## src/design/abb_pkg.sv

```systemverilog
// ----------------------------------------------------------------------------
// abb_pkg: shared types and constants for the alpha bounding box core
// Frame size limits, field widths, register indexes and the structs that
// travel between the core's submodules.
// ----------------------------------------------------------------------------
package abb_pkg;

    // Largest frame dimension and the widths that follow from it
    localparam int unsigned MAX_DIM    = 4096;
    localparam int unsigned DIM_W      = $clog2(MAX_DIM);
    localparam int unsigned CFG_DIM_W  = DIM_W + 1;
    localparam int unsigned ALPHA_W    = 8;
    localparam int unsigned CFG_ADDR_W = 2;
    localparam int unsigned CFG_DATA_W = CFG_DIM_W;
    localparam int unsigned BOX_W      = 4 * DIM_W;

    // Register reset values
    localparam logic [ALPHA_W-1:0]   THRESHOLD_RST = ALPHA_W'(8);
    localparam logic [CFG_DIM_W-1:0] DIM_RST       = CFG_DIM_W'(MAX_DIM);

    // Register indexes
    typedef enum logic [CFG_ADDR_W-1:0] {
        REG_ALPHA_THRESHOLD = 2'd0,
        REG_FRAME_WIDTH     = 2'd1,
        REG_FRAME_HEIGHT    = 2'd2
    } abb_reg_idx_t;

    // Configuration as seen by the tracker
    typedef struct packed {
        logic [ALPHA_W-1:0]   alpha_threshold;
        logic [CFG_DIM_W-1:0] frame_width;
        logic [CFG_DIM_W-1:0] frame_height;
    } abb_cfg_t;

    // One result transaction
    typedef struct packed {
        logic             any_visible;
        logic [DIM_W-1:0] bottom_row;
        logic [DIM_W-1:0] right_col;
        logic [DIM_W-1:0] top_row;
        logic [DIM_W-1:0] left_col;
    } abb_box_t;

    // Effective dimension minus one: zero acts as one, oversize clamps
    function automatic logic [DIM_W-1:0] dim_last(input logic [CFG_DIM_W-1:0] dim);
        logic [DIM_W-1:0] last;
        if (dim == '0) begin
            last = '0;
        end else if (dim >= CFG_DIM_W'(MAX_DIM)) begin
            last = DIM_W'(MAX_DIM - 1);
        end else begin
            last = dim[DIM_W-1:0] - DIM_W'(1);
        end
        return last;
    endfunction

endpackage

```

## src/design/abb_in_reg.sv

```systemverilog
// ----------------------------------------------------------------------------
// abb_in_reg: input register
// Holds one pixel transaction; refills in the same cycle the tracker
// consumes the held pixel.
// ----------------------------------------------------------------------------
module abb_in_reg
    import abb_pkg::*;
(
    input  logic               aclk,
    input  logic               aresetn,
    input  logic               s_tvalid,
    output logic               s_tready,
    input  logic [ALPHA_W-1:0] s_tdata,    // [7:0] pixel_alpha
    input  logic               pop,
    output logic               item_valid,
    output logic [ALPHA_W-1:0] item_alpha
);

    logic               valid_reg;
    logic               valid_next;
    logic [ALPHA_W-1:0] alpha_reg;

    assign s_tready   = !valid_reg || pop;
    assign valid_next = s_tvalid || (valid_reg && !pop);

    // Control state
    always_ff @(posedge aclk) begin
        if (!aresetn) begin
            valid_reg <= 1'b0;
        end else if (s_tready) begin
            valid_reg <= valid_next;
        end
    end

    // Payload
    always_ff @(posedge aclk) begin
        if (s_tvalid && s_tready) begin
            alpha_reg <= s_tdata;
        end
    end

    assign item_valid = valid_reg;
    assign item_alpha = alpha_reg;

endmodule

```

## src/design/abb_box_track.sv

```systemverilog
// ----------------------------------------------------------------------------
// abb_box_track: raster position and bounding box tracker
// Counts column and row, folds each visible pixel into the box and builds
// the result on the last pixel of a frame.
// ----------------------------------------------------------------------------
module abb_box_track
    import abb_pkg::*;
(
    input  logic               aclk,
    input  logic               aresetn,
    input  abb_cfg_t           cfg,
    input  logic               item_valid,
    input  logic [ALPHA_W-1:0] item_alpha,
    input  logic               out_free,
    output logic               step,
    output logic               res_valid,
    output abb_box_t           res
);

    logic [DIM_W-1:0] col_reg, col_next;
    logic [DIM_W-1:0] row_reg, row_next;
    logic             seen_reg, seen_next;
    logic [DIM_W-1:0] min_col_reg, min_col_next;
    logic [DIM_W-1:0] min_row_reg, min_row_next;
    logic [DIM_W-1:0] max_col_reg, max_col_next;
    logic [DIM_W-1:0] max_row_reg, max_row_next;

    logic [DIM_W-1:0] col_last;
    logic [DIM_W-1:0] row_last;
    logic             row_end;
    logic             frame_end;
    logic             visible;

    // Frame geometry
    assign col_last  = dim_last(cfg.frame_width);
    assign row_last  = dim_last(cfg.frame_height);
    assign row_end   = col_reg >= col_last;
    assign frame_end = row_end && (row_reg >= row_last);
    assign visible   = item_alpha > cfg.alpha_threshold;

    // A frame end needs room in the output register
    assign step      = item_valid && (!frame_end || out_free);
    assign res_valid = step && frame_end;

    // Box update for the current pixel
    always_comb begin
        seen_next    = seen_reg;
        min_col_next = min_col_reg;
        min_row_next = min_row_reg;
        max_col_next = max_col_reg;
        max_row_next = max_row_reg;
        if (visible) begin
            seen_next = 1'b1;
            if (!seen_reg) begin
                min_col_next = col_reg;
                max_col_next = col_reg;
                min_row_next = row_reg;
                max_row_next = row_reg;
            end else begin
                if (col_reg < min_col_reg) min_col_next = col_reg;
                if (col_reg > max_col_reg) max_col_next = col_reg;
                if (row_reg < min_row_reg) min_row_next = row_reg;
                if (row_reg > max_row_reg) max_row_next = row_reg;
            end
        end
    end

    // Position update
    always_comb begin
        if (row_end) begin
            col_next = '0;
            row_next = row_reg + DIM_W'(1);
        end else begin
            col_next = col_reg + DIM_W'(1);
            row_next = row_reg;
        end
    end

    // Result: full frame when nothing was visible
    always_comb begin
        if (seen_next) begin
            res.left_col    = min_col_next;
            res.top_row     = min_row_next;
            res.right_col   = max_col_next;
            res.bottom_row  = max_row_next;
            res.any_visible = 1'b1;
        end else begin
            res.left_col    = '0;
            res.top_row     = '0;
            res.right_col   = col_last;
            res.bottom_row  = row_last;
            res.any_visible = 1'b0;
        end
    end

    // Frame state
    always_ff @(posedge aclk) begin
        if (!aresetn) begin
            col_reg     <= '0;
            row_reg     <= '0;
            seen_reg    <= 1'b0;
            min_col_reg <= '0;
            min_row_reg <= '0;
            max_col_reg <= '0;
            max_row_reg <= '0;
        end else if (step) begin
            if (frame_end) begin
                col_reg     <= '0;
                row_reg     <= '0;
                seen_reg    <= 1'b0;
                min_col_reg <= '0;
                min_row_reg <= '0;
                max_col_reg <= '0;
                max_row_reg <= '0;
            end else begin
                col_reg     <= col_next;
                row_reg     <= row_next;
                seen_reg    <= seen_next;
                min_col_reg <= min_col_next;
                min_row_reg <= min_row_next;
                max_col_reg <= max_col_next;
                max_row_reg <= max_row_next;
            end
        end
    end

    // Box stays empty until a visible pixel arrives
    a_empty_box: assert property (@(posedge aclk) disable iff (!aresetn)
        !seen_reg |-> (min_col_reg == '0 && max_col_reg == '0 &&
                       min_row_reg == '0 && max_row_reg == '0))
        else $error("box registers changed without a visible pixel");

    // Box corners stay ordered
    a_box_order: assert property (@(posedge aclk) disable iff (!aresetn)
        seen_reg |-> (min_col_reg <= max_col_reg && min_row_reg <= max_row_reg))
        else $error("bounding box corners out of order");

    // Frame end clears the frame state
    a_frame_clear: assert property (@(posedge aclk) disable iff (!aresetn)
        res_valid |=> (col_reg == '0 && row_reg == '0 && !seen_reg))
        else $error("frame state not cleared after frame end");

endmodule

```

## src/design/abb_out_reg.sv

```systemverilog
// ----------------------------------------------------------------------------
// abb_out_reg: result register
// Holds one box transaction until the sink takes it.
// ----------------------------------------------------------------------------
module abb_out_reg
    import abb_pkg::*;
(
    input  logic             aclk,
    input  logic             aresetn,
    input  logic             load,
    input  abb_box_t         res,
    output logic             out_free,
    output logic             m_tvalid,
    input  logic             m_tready,
    output logic [BOX_W-1:0] m_tdata,    // [11:0] left_col, [23:12] top_row,
                                         // [35:24] right_col, [47:36] bottom_row
    output logic             m_tuser     // [0] any_visible
);

    logic     valid_reg;
    abb_box_t box_reg;

    assign out_free = !valid_reg || m_tready;

    // Control state
    always_ff @(posedge aclk) begin
        if (!aresetn) begin
            valid_reg <= 1'b0;
        end else if (out_free) begin
            valid_reg <= load;
        end
    end

    // Payload
    always_ff @(posedge aclk) begin
        if (load) begin
            box_reg <= res;
        end
    end

    assign m_tvalid = valid_reg;
    assign m_tdata  = {box_reg.bottom_row, box_reg.right_col,
                       box_reg.top_row, box_reg.left_col};
    assign m_tuser  = box_reg.any_visible;

endmodule

```

## src/design/alpha_bounding_box_core.sv

```systemverilog
// ----------------------------------------------------------------------------
// alpha_bounding_box_core: bounding box of the opaque pixels of a frame
// Pixel alphas arrive in raster order; one box transaction leaves per frame.
// ----------------------------------------------------------------------------
// The core takes one pixel per clock, with no gaps between frames, while the input side is not stalled.
// A pixel is folded into the box by the tracker's compare-and-select stage
// during the cycle it sits in the input register; the box of a frame is
// loaded into the output register when the tracker consumes its last pixel.
// The input side stalls only when a frame's result is still held unaccepted
// in the output register as the next frame's last pixel reaches the tracker.
// Write the registers only while no pixel transaction is in flight; a size
// change takes effect at once, even within a frame. A size of zero acts
// as one and a size above 4096 acts as 4096. With no visible pixel the full
// frame is reported with any_visible low.
module alpha_bounding_box_core
    import abb_pkg::*;
(
    input  logic                  aclk,
    input  logic                  aresetn,
    // configuration
    input  logic                  cfg_wr_en,
    input  logic [CFG_ADDR_W-1:0] cfg_addr,
    input  logic [CFG_DATA_W-1:0] cfg_wr_data,
    // pixel stream
    input  logic                  s_tvalid,
    output logic                  s_tready,
    input  logic [ALPHA_W-1:0]    s_tdata,     // [7:0] pixel_alpha
    // box stream
    output logic                  m_tvalid,
    input  logic                  m_tready,
    output logic [BOX_W-1:0]      m_tdata,     // [11:0] left_col, [23:12] top_row,
                                               // [35:24] right_col, [47:36] bottom_row
    output logic                  m_tuser      // [0] any_visible
);

    abb_cfg_t           cfg_reg;
    logic               item_valid;
    logic [ALPHA_W-1:0] item_alpha;
    logic               step;
    logic               res_valid;
    logic               out_free;
    abb_box_t           res;

    // Configuration registers
    always_ff @(posedge aclk) begin
        if (!aresetn) begin
            cfg_reg.alpha_threshold <= THRESHOLD_RST;
            cfg_reg.frame_width     <= DIM_RST;
            cfg_reg.frame_height    <= DIM_RST;
        end else if (cfg_wr_en) begin
            case (abb_reg_idx_t'(cfg_addr))
                REG_ALPHA_THRESHOLD: cfg_reg.alpha_threshold <= cfg_wr_data[ALPHA_W-1:0];
                REG_FRAME_WIDTH:     cfg_reg.frame_width     <= cfg_wr_data[CFG_DIM_W-1:0];
                REG_FRAME_HEIGHT:    cfg_reg.frame_height    <= cfg_wr_data[CFG_DIM_W-1:0];
                default: ;
            endcase
        end
    end

    abb_in_reg u_in_reg (
        .aclk       (aclk),
        .aresetn    (aresetn),
        .s_tvalid   (s_tvalid),
        .s_tready   (s_tready),
        .s_tdata    (s_tdata),
        .pop        (step),
        .item_valid (item_valid),
        .item_alpha (item_alpha)
    );

    abb_box_track u_track (
        .aclk       (aclk),
        .aresetn    (aresetn),
        .cfg        (cfg_reg),
        .item_valid (item_valid),
        .item_alpha (item_alpha),
        .out_free   (out_free),
        .step       (step),
        .res_valid  (res_valid),
        .res        (res)
    );

    abb_out_reg u_out_reg (
        .aclk     (aclk),
        .aresetn  (aresetn),
        .load     (res_valid),
        .res      (res),
        .out_free (out_free),
        .m_tvalid (m_tvalid),
        .m_tready (m_tready),
        .m_tdata  (m_tdata),
        .m_tuser  (m_tuser)
    );

    // A result only appears after a frame end reached the tracker
    a_result_source: assert property (@(posedge aclk) disable iff (!aresetn)
        $rose(m_tvalid) |-> $past(res_valid))
        else $error("result transaction without a frame end");

    // An empty frame reports its box from the origin
    a_empty_origin: assert property (@(posedge aclk) disable iff (!aresetn)
        (m_tvalid && !m_tuser) |-> (m_tdata[DIM_W-1:0] == '0 &&
                                    m_tdata[2*DIM_W-1:DIM_W] == '0))
        else $error("empty frame box does not start at the origin");

endmodule
```

## config.mk

```make
export PLATFORM = sky130hd
export DESIGN_NAME = alpha_bounding_box_core
export DESIGN_NICKNAME = d
export VERILOG_FILES = /design/src/design/abb_pkg.sv /design/src/design/abb_in_reg.sv /design/src/design/abb_box_track.sv /design/src/design/abb_out_reg.sv /design/src/design/alpha_bounding_box_core.sv
export SDC_FILE = /design/constraint.sdc
export NUM_CORES = 1
export LEC_CHECK = 0
export BUFFER_PORTS_ARGS = -buffer_cell sky130_fd_sc_hd__buf_2
export CAP_MARGIN = 10
export CORE_MARGIN = 5
export CORE_UTILIZATION = 51
export CTS_BUF_LIST = sky130_fd_sc_hd__clkbuf_16
export DETAILED_ROUTE_END_ITERATION = 16
export GPL_TIMING_DRIVEN = 0
export PLACE_DENSITY = 0.81
export SETUP_SLACK_MARGIN = 0.02
export SLEW_MARGIN = 20
export SYNTH_ARGS = -nofsm -noshare
export SYNTH_HDL_FRONTEND = slang
export SYNTH_SLANG_ARGS = --single-unit
```

## constraint.sdc

```tcl
create_clock -name aclk -period 9 [get_ports aclk]
set_clock_uncertainty 0.15 [all_clocks]
set_input_delay 0.9 -clock aclk [delete_from_list [all_inputs] [get_ports aclk]]
set_output_delay 0.9 -clock aclk [all_outputs]
set_load 0.01 [all_outputs]
```

# Word level (Yosys, flattened, before mapping)
# Index checks and enable logic that the tools add are counted.
# classes
add_sub_neg,4
magnitude_cmp,9
n_eq_ne,2
n_mux,27
reduce_logical,21
# op_table
cell,n
2-to-1 mux 12 bit,24
2-to-1 mux 49 bit,1
">= comparator 13 bit, second input constant",2
zero test 13 bit,2
"adder 12 x 1 -> 12 bit, second input constant",2
>= comparator 12 bit,2
> comparator 12 bit,2
< comparator 12 bit,2
"subtractor 12 x 1 -> 12 bit, second input constant",2
> comparator 8 bit,1
AND reduction 2 bit,4
logical AND 1 bit,5
zero test 1 bit,4
logical OR 1 bit,4
"== test 2 x 1 -> 1 bit, second input constant",1
"== test 2 bit, second input constant",1
zero test 2 bit,1
2-to-1 mux 1 bit,2
nonzero test 2 bit,1
# totals
register_bits,166
in_bits,28
out_inout_bits,51
elab_cells,81

# Longest topological paths before layout
# Gate-level depths: netlist of the first run.
# logic_depth
word_depth,11
depth_mapped,16

# Cells and area by module
# From an unflattened synthesis of the first run, not the netlist that was laid out.
# hier_totals
hier_cells,926
hier_area_um2,9208.8
# by_module_without_submodules
mod,n_inst,cells_per_inst,area_per_inst_um2
abb_box_track,1,732,6103.4
abb_out_reg,1,53,1520.2
alpha_bounding_box_core,1,128,1287.5
abb_in_reg,1,13,297.8

# Least setup slack after synthesis of the first run
# No wires, ideal clock.
# synth_timing
path_type,register to register
from,reg cfg_reg[15] (netlist name)
to,"reg u_out_reg.box_reg, in the netlist u_out_reg.m_tdata[0] (enable)"
setup_ns,0.456
arrival_time_ns,5.105
required_time_ns,8.394
setup_slack_ns,3.289
stages_incl_launch_ff,14
path_buffers,1
synth_period_minus_slack_ns,5.711
cell_sequence,dfxtp_1 > or4_4 > nor4_1 > and2b_2 > nand3_1 > a21o_1 > ha_1 > nand2b_1 > a211oi_1 > o21ai_1 > a221oi_4 > buf_6 > or3b_2 > nor2_1
# synth_between
elab_chain_cells,9
elab_cells_between_ends,11
classes_between,add/sub: 1; order compare: 2; mux: 2; reduce/logical: 6
# synth_lines
item,line_no,rtl
start: declaration,alpha_bounding_box_core.sv:36,abb_cfg_t cfg_reg;
subtractor 12 x 1 -> 12 bit / >= comparator 13 bit (equally long branches),"abb_pkg.sv:52, abb_pkg.sv:49",
2-to-1 mux 12 bit,abb_pkg.sv:49,end else if (dim >= CFG_DIM_W'(MAX_DIM)) begin
2-to-1 mux 12 bit (*),abb_pkg.sv:47,if (dim == '0) begin
>= comparator 12 bit (*),abb_box_track.sv:37,assign row_end = col_reg >= col_last;
logical AND 1 bit (*),abb_box_track.sv:38,assign frame_end = row_end && (row_reg >= row_last);
zero test 1 bit,abb_box_track.sv:42,assign step = item_valid && (!frame_end || out_free);
logical OR 1 bit,abb_box_track.sv:42,
logical AND 1 bit,abb_box_track.sv:42,
logical AND 1 bit (*),abb_box_track.sv:43,assign res_valid = step && frame_end;
via res_valid,alpha_bounding_box_core.sv:40,logic res_valid;
end signal: assignment,abb_out_reg.sv:37,box_reg <= res;
end: declaration,abb_out_reg.sv:21,abb_box_t box_reg;
# The timed path passes the listed nets; every way through them passes the cells marked *.
# A chain may end at the register's enable or synchronous reset.

# Worst setup path in the final report of the first run
# layout_timing
from,reg cfg_reg[15] (netlist name)
to,out s_tready
# layout_between
elab_chain_cells,9
elab_cells_between_ends,11
classes_between,add/sub: 1; order compare: 2; mux: 2; reduce/logical: 6
# layout_lines
item,line_no,rtl
subtractor 12 x 1 -> 12 bit / >= comparator 13 bit (equally long branches),"abb_pkg.sv:52, abb_pkg.sv:49",
2-to-1 mux 12 bit,abb_pkg.sv:49,
2-to-1 mux 12 bit (*),abb_pkg.sv:47,
>= comparator 12 bit (*),abb_box_track.sv:37,
logical AND 1 bit (*),abb_box_track.sv:38,
zero test 1 bit (*),abb_box_track.sv:42,
logical OR 1 bit (*),abb_box_track.sv:42,
logical AND 1 bit (*),abb_box_track.sv:42,
logical OR 1 bit (*),abb_in_reg.sv:23,assign s_tready = !valid_reg || pop;
end: declaration,alpha_bounding_box_core.sv:26,"output logic s_tready,"
# Every way passes the cells marked *; elsewhere a longest branch is shown, timed or not.

==> reports/metrics.cfg, run 1 <==
[outcome]
status = completed

[clock_network]
cts.sinks = 166
cts-buffers-inserted = 17
cts_max_path_buffers = 2
clk_pin_slew_worst_paths_ps = 70
htree_levels = 4
cts_tree = yes
post_cts_buffers = 0
insertion_delay_ps = 440
cts.root.buffer_cell = clkbuf_16
cts_resized = 0
ctsHoldBuffers = 0

[worst_setup_path]
worstPathArrival_ps = 4290
crit_chain = or4_4 > nor4_1 > and2b_2 > nand3_1 > a21o_1 > ha_1 > nand2b_1 > a211oi_1 > o21ai_1 > a221oi_4 > buf_6 > nor2_2 > nand3_1 > buf_2
slowest_stage = or4_4
startpoint_type = flip-flop
timing.rr.start = cfg_reg[15]
cp.buffers_inverters = 2
crit_required_ps = 7950
cp-startpoint = cfg_reg[15]
path_max_fanout = 10
criticalPathCategory = flip-flop to output pin
critPathMaxStageDelay_ps = 570
path_delay_family = simple AND/OR/NAND/NOR gates
crit_top_cell = nand3_1
cp-end-kind = output pin

[pwr]
peakVddDrop_uv = 145
p_sw_share_pct = 25.2
leakage_uw = 0.00439
intPower_uw = 1290
p_switching_uw = 433
fin_total_pwr_uw = 1720
power_density_nw_per_um2 = 164
comb_power_share_pct = 11.8
p_seq_share_pct = 46.2
p_clk_share_pct = 42.0

[detailed_routing]
ant_nets = 0
drc = 0
vias_per_cell = 5.74
dr.pass1.iters = 5
totalWireLength_mm = 21.4
num_vias = 7389
drt-initial-drc-count = 425
avgRoutedWirePerCell_um = 16.6

[cells_and_area]
largest_reg_flops = 48
syn_to_final_growth_pct = 14.0
nets = 1154
drive_gt1_share_pct = 14.2

[hold_path]
hold_class = flip-flop to flip-flop
hp-start = cfg_reg[14]

[synthesis]
synth-seq-cells = 166
synth.area.top_cells = dfxtp_1 24%, edfxtp_1 19%, ha_1 11%
syn_avg_cell_area_um2 = 9.74
synthFlopType = dfxtp_1
ys_seq_area_share_pct = 42.3
synth_nets = 1056
synth_edf_count = 57
yosys_warnings = 0
synth.distinct_cells = 68
syn-cell-area_um2 = 9210
netlist_instances = 946
synth_top_area_share_pct = 23.7
synth_async_sr_flop_share_pct = 0
synth_largest_area_cell = dfxtp_1

[floorplan]
die_h_um = 144
rows = 49
core_um2 = 17900
start_util_pct = 51.5
die_area_um2 = 20900
die_w_um = 144
ios = 79

[placed_design]
routabilityCongestion = 0.934
place_hpwl_mm = 16.0
port_buffers = 78

[timing]
finalSetupViolCount = 0
tightest_slew_ps = 1070
rsz0062_at_grt = false
min_period_over_period_pct = 59.3
slew_violations = 0
min_period_ps = 5340
hold_violations = 0
fmax_mhz = 187
setup_tns_ps = 0
relSlewSlack_pct = 28.2

[global_routing]
grt_overflow = 0
grt_pass1_wl_mm = 35.2
grt_max_degree = 26
grt_pass1_vias = 7304
antenna_found_initial = 0
grtUsageTotal_pct = 21.2

[job]
cap_violations = 0

==> through the flow <==
stage               utilization (%)  cells  area, µm²  hold slack [ps]  worst slack (ps)
floorplan                         -    946       9210              293              3290
global placement               55.2   1253       9890              308              1970
detailed placement             55.4   1254       9920              310              4180
CTS                            58.7   1286      10500              319              3630
global route                   58.7   1286      10500              351              3350
finish                         58.7   1287      10500              314              3660
==> path summary, 6_finish.rpt <==
check,cells past startpoint,slack (ps),to
hold reg to reg,2,310,cfg_reg[14]
setup reg to reg,13,4140,u_in_reg.item_alpha[0]
hold / removal,2,310,cfg_reg[14]
setup / recovery,14,3660,s_tready
==> power by group through the flow <==
| stage | logic [µW] | clock network (µW) | registers [µW] |
|---|---|---|---|
| after floorplan | 149 | 0 | 808 |
| after global placement | 197 | 0 | 809 |
| after detailed placement | 202 | 0 | 810 |
| after CTS | 203 | 728 | 793 |
| after global routing | 223 | 762 | 794 |
| final | 203 | 723 | 794 |
==> worst register-to-register path, cell delays in order, from the launching register on <==
cell and delay [ps]:
dfxtp_1 370, or4_4 570, nor4_1 310, and2b_2 270, nand3_1 170, a21o_1 240, ha_1 260, nand2b_1 150
a211oi_1 320, o21ai_1 150, a221oi_4 390, buf_6 220, nor2_2 100, a31oi_1 810
==> cells in the final DEF, fill, tap and decap left out, types with 3 or more instances in the layout <==
cell and instances:
a21boi_0 30, clkbuf_16 18, xor2_1 11, nor2_1 77, o21ai_0 34, nor3_1 6, dfxtp_1 109, and3b_1 3
nand4_1 17, edfxtp_1 57, buf_2 94, inv_1 65, nor3b_1 5, nor4_1 12, a32o_1 24, mux2i_1 66
nor2b_1 12, nand3_1 18, or3_1 10, clkbuf_1 30, ha_1 82, o211ai_1 3, a22o_1 24, and3_1 5
nand2b_1 8, nand2_1 90, a211oi_1 3, xnor2_1 18, a21o_1 5, a21oi_1 58
==> area by class of cell <==
type | instances | area, µm²
fillers | 1529 | 7400
multi-input cells | 666 | 4850
flip-flops and latches | 166 | 3890
clock buffers | 18 | 450
repair buffers | 79 | 410
well taps | 229 | 287
inverters | 63 | 236
plain buffers | 51 | 235
clock inverters | 14 | 135
diodes | 1 | 2.50
==> cells in the mapped netlist (2+ instances only) <==
| cell | number |
|---|---|
| a211oi_1 | 3 |
| a21boi_0 | 30 |
| a21o_1 | 5 |
| a21oi_1 | 58 |
| a22o_1 | 24 |
| a31oi_1 | 2 |
| a32o_1 | 24 |
| and3_1 | 5 |
| and3b_1 | 3 |
| and4b_1 | 2 |
| buf_2 | 16 |
| buf_4 | 2 |
| buf_6 | 2 |
| clkbuf_1 | 30 |
| dfxtp_1 | 109 |
| edfxtp_1 | 57 |
| ha_1 | 82 |
| inv_1 | 62 |
| mux2i_1 | 66 |
| nand2_1 | 90 |
| nand2b_1 | 8 |
| nand3_1 | 18 |
| nand3b_1 | 2 |
| nand4_1 | 17 |
| nor2_1 | 78 |
| nor2b_1 | 12 |
| nor3_1 | 6 |
| nor3_2 | 2 |
| nor3b_1 | 5 |
| nor4_1 | 12 |
| o211ai_1 | 3 |
| o21ai_0 | 34 |
| o21ai_1 | 2 |
| o21ai_2 | 2 |
| o2bb2ai_1 | 2 |
| o311a_1 | 2 |
| o311ai_2 | 2 |
| or3_1 | 10 |
| xnor2_1 | 18 |
| xor2_1 | 11 |
==> metal layers <==
metal / global-route usage [%] / share of wire (%) / vias up
li1: - / - / 3634
met1: 26.9 / 44 / 3509
met2: 35.4 / 47 / 196
met3: 3.77 / 5.7 / 50
met4: 9.77 / 3.3 / 0
met5: 0 / 0 / -
==> cells by family after synthesis <==
group,after synthesis,synth area share (%)
simple gates,279,14.9
compound gates,209,16.5
flops,166,42.3
buf+inv,114,5.12
fa+ha+maj,82,11.1
mux,67,7.29
xor+xnor,29,2.76
(Power assumes the default switching activity.)
==> run 2, diff against run 1 <==
Clock period 9 ns to 5.5 ns, I/O delays scaled along.
==> reports/metrics.cfg, run 2 (synthesis gave the netlist of run 1 again) <==
[cells_and_area]
multi_input_area_um2 = 4850  ; unchanged
final_util_pct = 58.6  ; was 58.7%
fillers = 1520  ; was 1529
layout.cells.non_filler = 1286  ; was 1287
regArea_um2 = 3890  ; unchanged
drive_gt1_share_pct = 14.3  ; was 14.2%
layout.cells.most_common_list = 109 x dfxtp_1, 94 x buf_2, 90 x nand2_1  ; unchanged
nets = 1154  ; unchanged
largest_reg_flops = 48  ; unchanged
diodes = 0  ; was 1
final_common_cell = dfxtp_1  ; unchanged
syn_to_final_growth_pct = 13.9  ; was 14.0%

[clock_network]
clk_pin_slew_worst_paths_ps = 70  ; about the same
cts_tree = yes  ; unchanged
insertion_delay_ps = 440  ; about the same
htree_levels = 4  ; unchanged
cts.sinks = 166  ; unchanged
post_cts_buffers = 0  ; unchanged
cts_max_path_buffers = 2  ; unchanged
cts-buffers-inserted = 17  ; unchanged
cts.root.buffer_cell = clkbuf_16  ; unchanged
ctsHoldBuffers = 0  ; unchanged
cts_resized = 0  ; unchanged

[floorplan]
die_w_um = 144  ; unchanged
core_um2 = 17900  ; unchanged
start_util_pct = 51.5  ; unchanged
ios = 79  ; unchanged
die_h_um = 144  ; unchanged
die_area_um2 = 20900  ; unchanged
rows = 49  ; unchanged

[worst_setup_path]
r2r_cells = 13  ; unchanged
timing.rr.start = cfg_reg[15]  ; unchanged
crit_required_ps = 4800  ; was 7950 ps
rr_endpoint = u_in_reg.item_alpha[2]  ; was u_in_reg.item_alpha[0]
cp.depth = 14  ; unchanged
worstPathArrival_ps = 4250  ; was 4290 ps
cp.buffers_inverters = 2  ; unchanged
crit_path_end = s_tready  ; unchanged
path_max_fanout = 10  ; unchanged
crit_chain = or4_4 > nor4_1 > and2b_2 > nand3_1 > a21oi_1 > ha_1 > a21o_1 > a21oi_1 > o21ai_1 > a221oi_4 > buf_6 > nor2_2 > nand3_1 > buf_2  ; was or4_4 > nor4_1 > and2b_2 > nand3_1 > a21o_1 > ha_1 > nand2b_1 > a211oi_1 > o21ai_1 > a221oi_4 > buf_6 > nor2_2 > nand3_1 > buf_2
cp-end-kind = output pin  ; unchanged
cp-startpoint = cfg_reg[15]  ; unchanged
path_delay_family = simple AND/OR/NAND/NOR gates  ; unchanged
critPathMaxStageDelay_ps = 570  ; about the same
criticalPathCategory = flip-flop to output pin  ; unchanged
r2r_slack_ps = 620  ; was 4140 ps
slowest_stage = or4_4  ; unchanged
startpoint_type = flip-flop  ; unchanged

[global_routing]
grt_pass1_vias = 7255  ; was 7304
grtUsageTotal_pct = 21.6  ; was 21.2%
antenna_found_initial = 0  ; unchanged
grt_pass1_wl_mm = 35.6  ; was 35.2 mm
grt_max_degree = 26  ; unchanged
grt_overflow = 0  ; unchanged

[detailed_routing]
drc = 0  ; unchanged
ant_nets = 0  ; unchanged
drt-initial-drc-count = 455  ; was 425
totalWireLength_mm = 21.5  ; was 21.4 mm
num_vias = 7319  ; was 7389
avgRoutedWirePerCell_um = 16.8  ; was 16.6 µm
dr.pass1.iters = 5  ; unchanged
vias_per_cell = 5.69  ; was 5.74

[timing]
relSlewSlack_pct = 23.2  ; was 28.2%
tightest_slew_ps = 1150  ; was 1070 ps
holdWs_ps = 131  ; was 314 ps
slew_violations = 0  ; unchanged
rsz0062_at_grt = false  ; unchanged
fmax_mhz = 202
hold_violations = 0  ; unchanged
min_period_over_period_pct = 90.1
finalSetupViolCount = 0  ; unchanged
min_period_ps = 4950
setup_tns_ps = 0  ; unchanged

[outcome]
status = completed  ; unchanged

[pwr]
power_density_nw_per_um2 = 267  ; was 164 nW/µm²
peakVddDrop_uv = 244  ; was 145 µV
leakage_uw = 0.00437  ; was 0.00439 µW

[placed_design]
port_buffers = 78  ; unchanged
place_inst = 1254  ; unchanged
place_hpwl_mm = 16.0  ; about the same
routabilityCongestion = 0.932  ; was 0.934

[job]
cap_violations = 0  ; unchanged

[hold_path]
hold_class = input pin to flip-flop  ; was flip-flop to flip-flop

-- run 2: layout make-up --
type                            instances  area share [%]
Inverter                               63            2.25
Multi-Input combinational cell        666            46.3
Clock buffer                           17            4.06
Tap cell                              229            2.73
Timing Repair Buffer                   79            3.91
Clock inverter                         15            1.41
Buffer                                 51            2.24
Sequential cell                       166            37.1
-- run 2: power by group --
part           switching (µW)  internal [µW]
clock                     500            668
sequential               11.6           1290
combinational             208            126
-- run 2: worst min path at each step --
stage                             end  slack (ps)  cells past startpoint         from
2_1_floorplan             cfg_reg[13]         290                      2  cfg_reg[13]
3_3_place_gp              cfg_reg[13]         310                      2  cfg_reg[13]
3_5_place_dp              cfg_reg[14]         320                      2  cfg_reg[14]
4_1_cts        u_in_reg.item_alpha[5]         120                      1   s_tdata[5]
5_1_grt        u_in_reg.item_alpha[2]         110                      1   s_tdata[2]
6_report       u_in_reg.item_alpha[1]         130                      1   s_tdata[1]
-- run 2: routing by layer --
layer,vias up,routed length (µm),GRT usage [%]
met3,49,1310,4.76
met5,-,0,0
met4,0,536,7.76
met1,3426,9440,27.4
met2,218,10300,36.2
li1,3626,-,-
-- run 2: worst reg2reg max path: stages (launching register included) --
cell	delay, ps
dfxtp_1	370
or4_4	570
nor4_1	330
and2b_2	290
nand3_1	200
a21oi_1	330
ha_1	310
a21o_1	180
a21oi_1	130
o21ai_1	110
a221oi_4	370
buf_6	210
nor2_2	90
a31oi_1	860
-- run 2: per-stage QoR --
step	cell area, µm²	setup slack, ps	total power (µW)
4_1_cts	10500	525	2820
6_report	10500	546	2800
2_1_floorplan	9220	604	1570
3_5_place_dp	9920	690	1660
3_3_place_gp	9890	-320	1650
5_1_grt	10500	330	2910
==> run 3, diff against run 2 <==
Settings changed: PLACE_DENSITY 0.81 to 0.78.
==> reports/metrics.cfg, run 3 (synthesis gave the netlist of run 1 again) <==
[outcome]
status = completed  ; unchanged

[detailed_routing]
avgRoutedWirePerCell_um = 16.6  ; was 16.8 µm
vias_per_cell = 5.71  ; was 5.69
totalWireLength_mm = 21.3  ; was 21.5 mm
dr.pass1.iters = 4  ; was 5
drc = 0  ; unchanged
drt-initial-drc-count = 446  ; was 455
num_vias = 7342  ; was 7319
ant_nets = 0  ; unchanged

[clock_network]
cts_resized = 0  ; unchanged
insertion_delay_ps = 430  ; was 440 ps
cts.root.buffer_cell = clkbuf_16  ; unchanged
cts_tree = yes  ; unchanged
cts-buffers-inserted = 17  ; unchanged
post_cts_buffers = 0  ; unchanged
clk_pin_slew_worst_paths_ps = 70  ; about the same
cts_max_path_buffers = 2  ; unchanged
cts.sinks = 166  ; unchanged
htree_levels = 4  ; unchanged
ctsHoldBuffers = 0  ; unchanged

[worst_setup_path]
cp-end-kind = output pin  ; unchanged
critPathMaxStageDelay_ps = 580  ; was 570 ps
path_delay_family = simple AND/OR/NAND/NOR gates  ; unchanged
startpoint_type = flip-flop  ; unchanged
cp.buffers_inverters = 2  ; unchanged
path_max_fanout = 10  ; unchanged
criticalPathCategory = flip-flop to output pin  ; unchanged
slowest_stage = or4_4  ; unchanged
crit_chain = or4_4 > nor4_1 > and2b_2 > nand3_1 > a21oi_1 > ha_1 > a21o_1 > a21oi_1 > o21ai_1 > a221oi_4 > buf_6 > nor2_2 > nand3_1 > buf_2  ; unchanged
worstPathArrival_ps = 4310  ; was 4250 ps
crit_required_ps = 4800  ; about the same

[timing]
relSlewSlack_pct = 25.6  ; was 23.2%
finalSetupViolCount = 0  ; unchanged
fmax_mhz = 199  ; was 202 MHz
slew_violations = 0  ; unchanged
hold_violations = 0  ; unchanged
holdWs_ps = 135  ; was 131 ps
rsz0062_at_grt = false  ; unchanged
tightest_slew_ps = 1110  ; was 1150 ps
min_period_ps = 5010  ; was 4950 ps
setup_ws_ps = 486  ; was 546 ps
min_period_over_period_pct = 91.2  ; was 90.1%

[cells_and_area]
syn_to_final_growth_pct = 14.5  ; was 13.9%
layout.cells.most_common_list = 109 x dfxtp_1, 94 x buf_2, 90 x nand2_1  ; unchanged
nets = 1154  ; unchanged
largest_reg_flops = 48  ; unchanged
drive_gt1_share_pct = 14.3  ; unchanged
fillers = 1504  ; was 1520
final_common_cell = dfxtp_1  ; unchanged
layout.cells.non_filler = 1286  ; unchanged
diodes = 0  ; unchanged

[placed_design]
place_inst = 1254  ; unchanged
port_buffers = 78  ; unchanged
place_hpwl_mm = 15.9  ; was 16.0 mm
routabilityCongestion = 0.968  ; was 0.932
dp_slack_ps = 654  ; was 690 ps

[hold_path]
hold_class = input pin to flip-flop  ; unchanged

[global_routing]
grt_max_degree = 26  ; unchanged
antenna_found_initial = 0  ; unchanged
grt_pass1_wl_mm = 35.4  ; was 35.6 mm
grt_pass1_vias = 7207  ; was 7255
grtUsageTotal_pct = 21.3  ; was 21.6%
grt_overflow = 0  ; unchanged

[floorplan]
start_util_pct = 51.5  ; unchanged
ios = 79  ; unchanged
die_h_um = 144  ; unchanged
core_um2 = 17900  ; unchanged
rows = 49  ; unchanged
die_w_um = 144  ; unchanged
die_area_um2 = 20900  ; unchanged

[pwr]
peakVddDrop_uv = 269  ; was 244 µV
power_density_nw_per_um2 = 277  ; was 267 nW/µm²
leakage_uw = 0.00440  ; was 0.00437 µW

[job]
cap_violations = 0  ; unchanged

## run 3: metrics by stage
stage / total power, µW / utilization (%) / TNS [ps] / area [µm²]
after floorplan: 1570 / - / 0 / 9220
after global placement: 1650 / 55.3 / -18390 / 9890
after detailed placement: 1660 / 55.4 / 0 / 9920
after CTS: 2930 / 58.9 / 0 / 10600
after global routing: 3020 / 58.9 / 0 / 10600
final: 2920 / 58.9 / 0 / 10600
## run 3: worst paths after layout
path | startpoint | end | slack, ps | depth (start not counted)
setup / recovery | cfg_reg[15] | s_tready | 490 | 14
hold / removal | s_tdata[4] | u_in_reg.item_alpha[4] | 140 | 1
setup reg to reg | cfg_reg[15] | u_in_reg.item_alpha[1] | 560 | 13
hold reg to reg | cfg_reg[13] | cfg_reg[13] | 310 | 2
## run 3: layout make-up
class / instances / area, µm² / area share (%)
multi-input cells: 666 / 4850 / 46.0
flip-flops and latches: 166 / 3890 / 36.9
clock buffers: 17 / 425 / 4.03
repair buffers: 79 / 410 / 3.89
well taps: 229 / 287 / 2.72
inverters: 63 / 236 / 2.24
plain buffers: 51 / 235 / 2.23
clock inverters: 15 / 210 / 1.99
## run 3: worst reg2reg max path: stages, from the launching register on
cell      delay, ps
dfxtp_1         380
or4_4           580
nor4_1          370
and2b_2         290
nand3_1         180
a21oi_1         310
ha_1            310
a21o_1          180
a21oi_1         130
o21ai_1         110
a221oi_4        400
buf_6           220
nor2_2          100
a31oi_1         840
## run 3: metal layers
metal	vias up	global-route usage, %	share of wire, %
met5	-	0	0
met4	0	7.12	2.3
met3	35	4.03	6.3
met2	205	35.7	47
met1	3466	27.9	44
li1	3636	-	-
## run 3: report_power, final
group	internal, µW	leakage, µW	switching [µW]
Sequential	1290	0.00144	11.4
Clock	799	0.000309	487
Combinational	126	0.00265	208
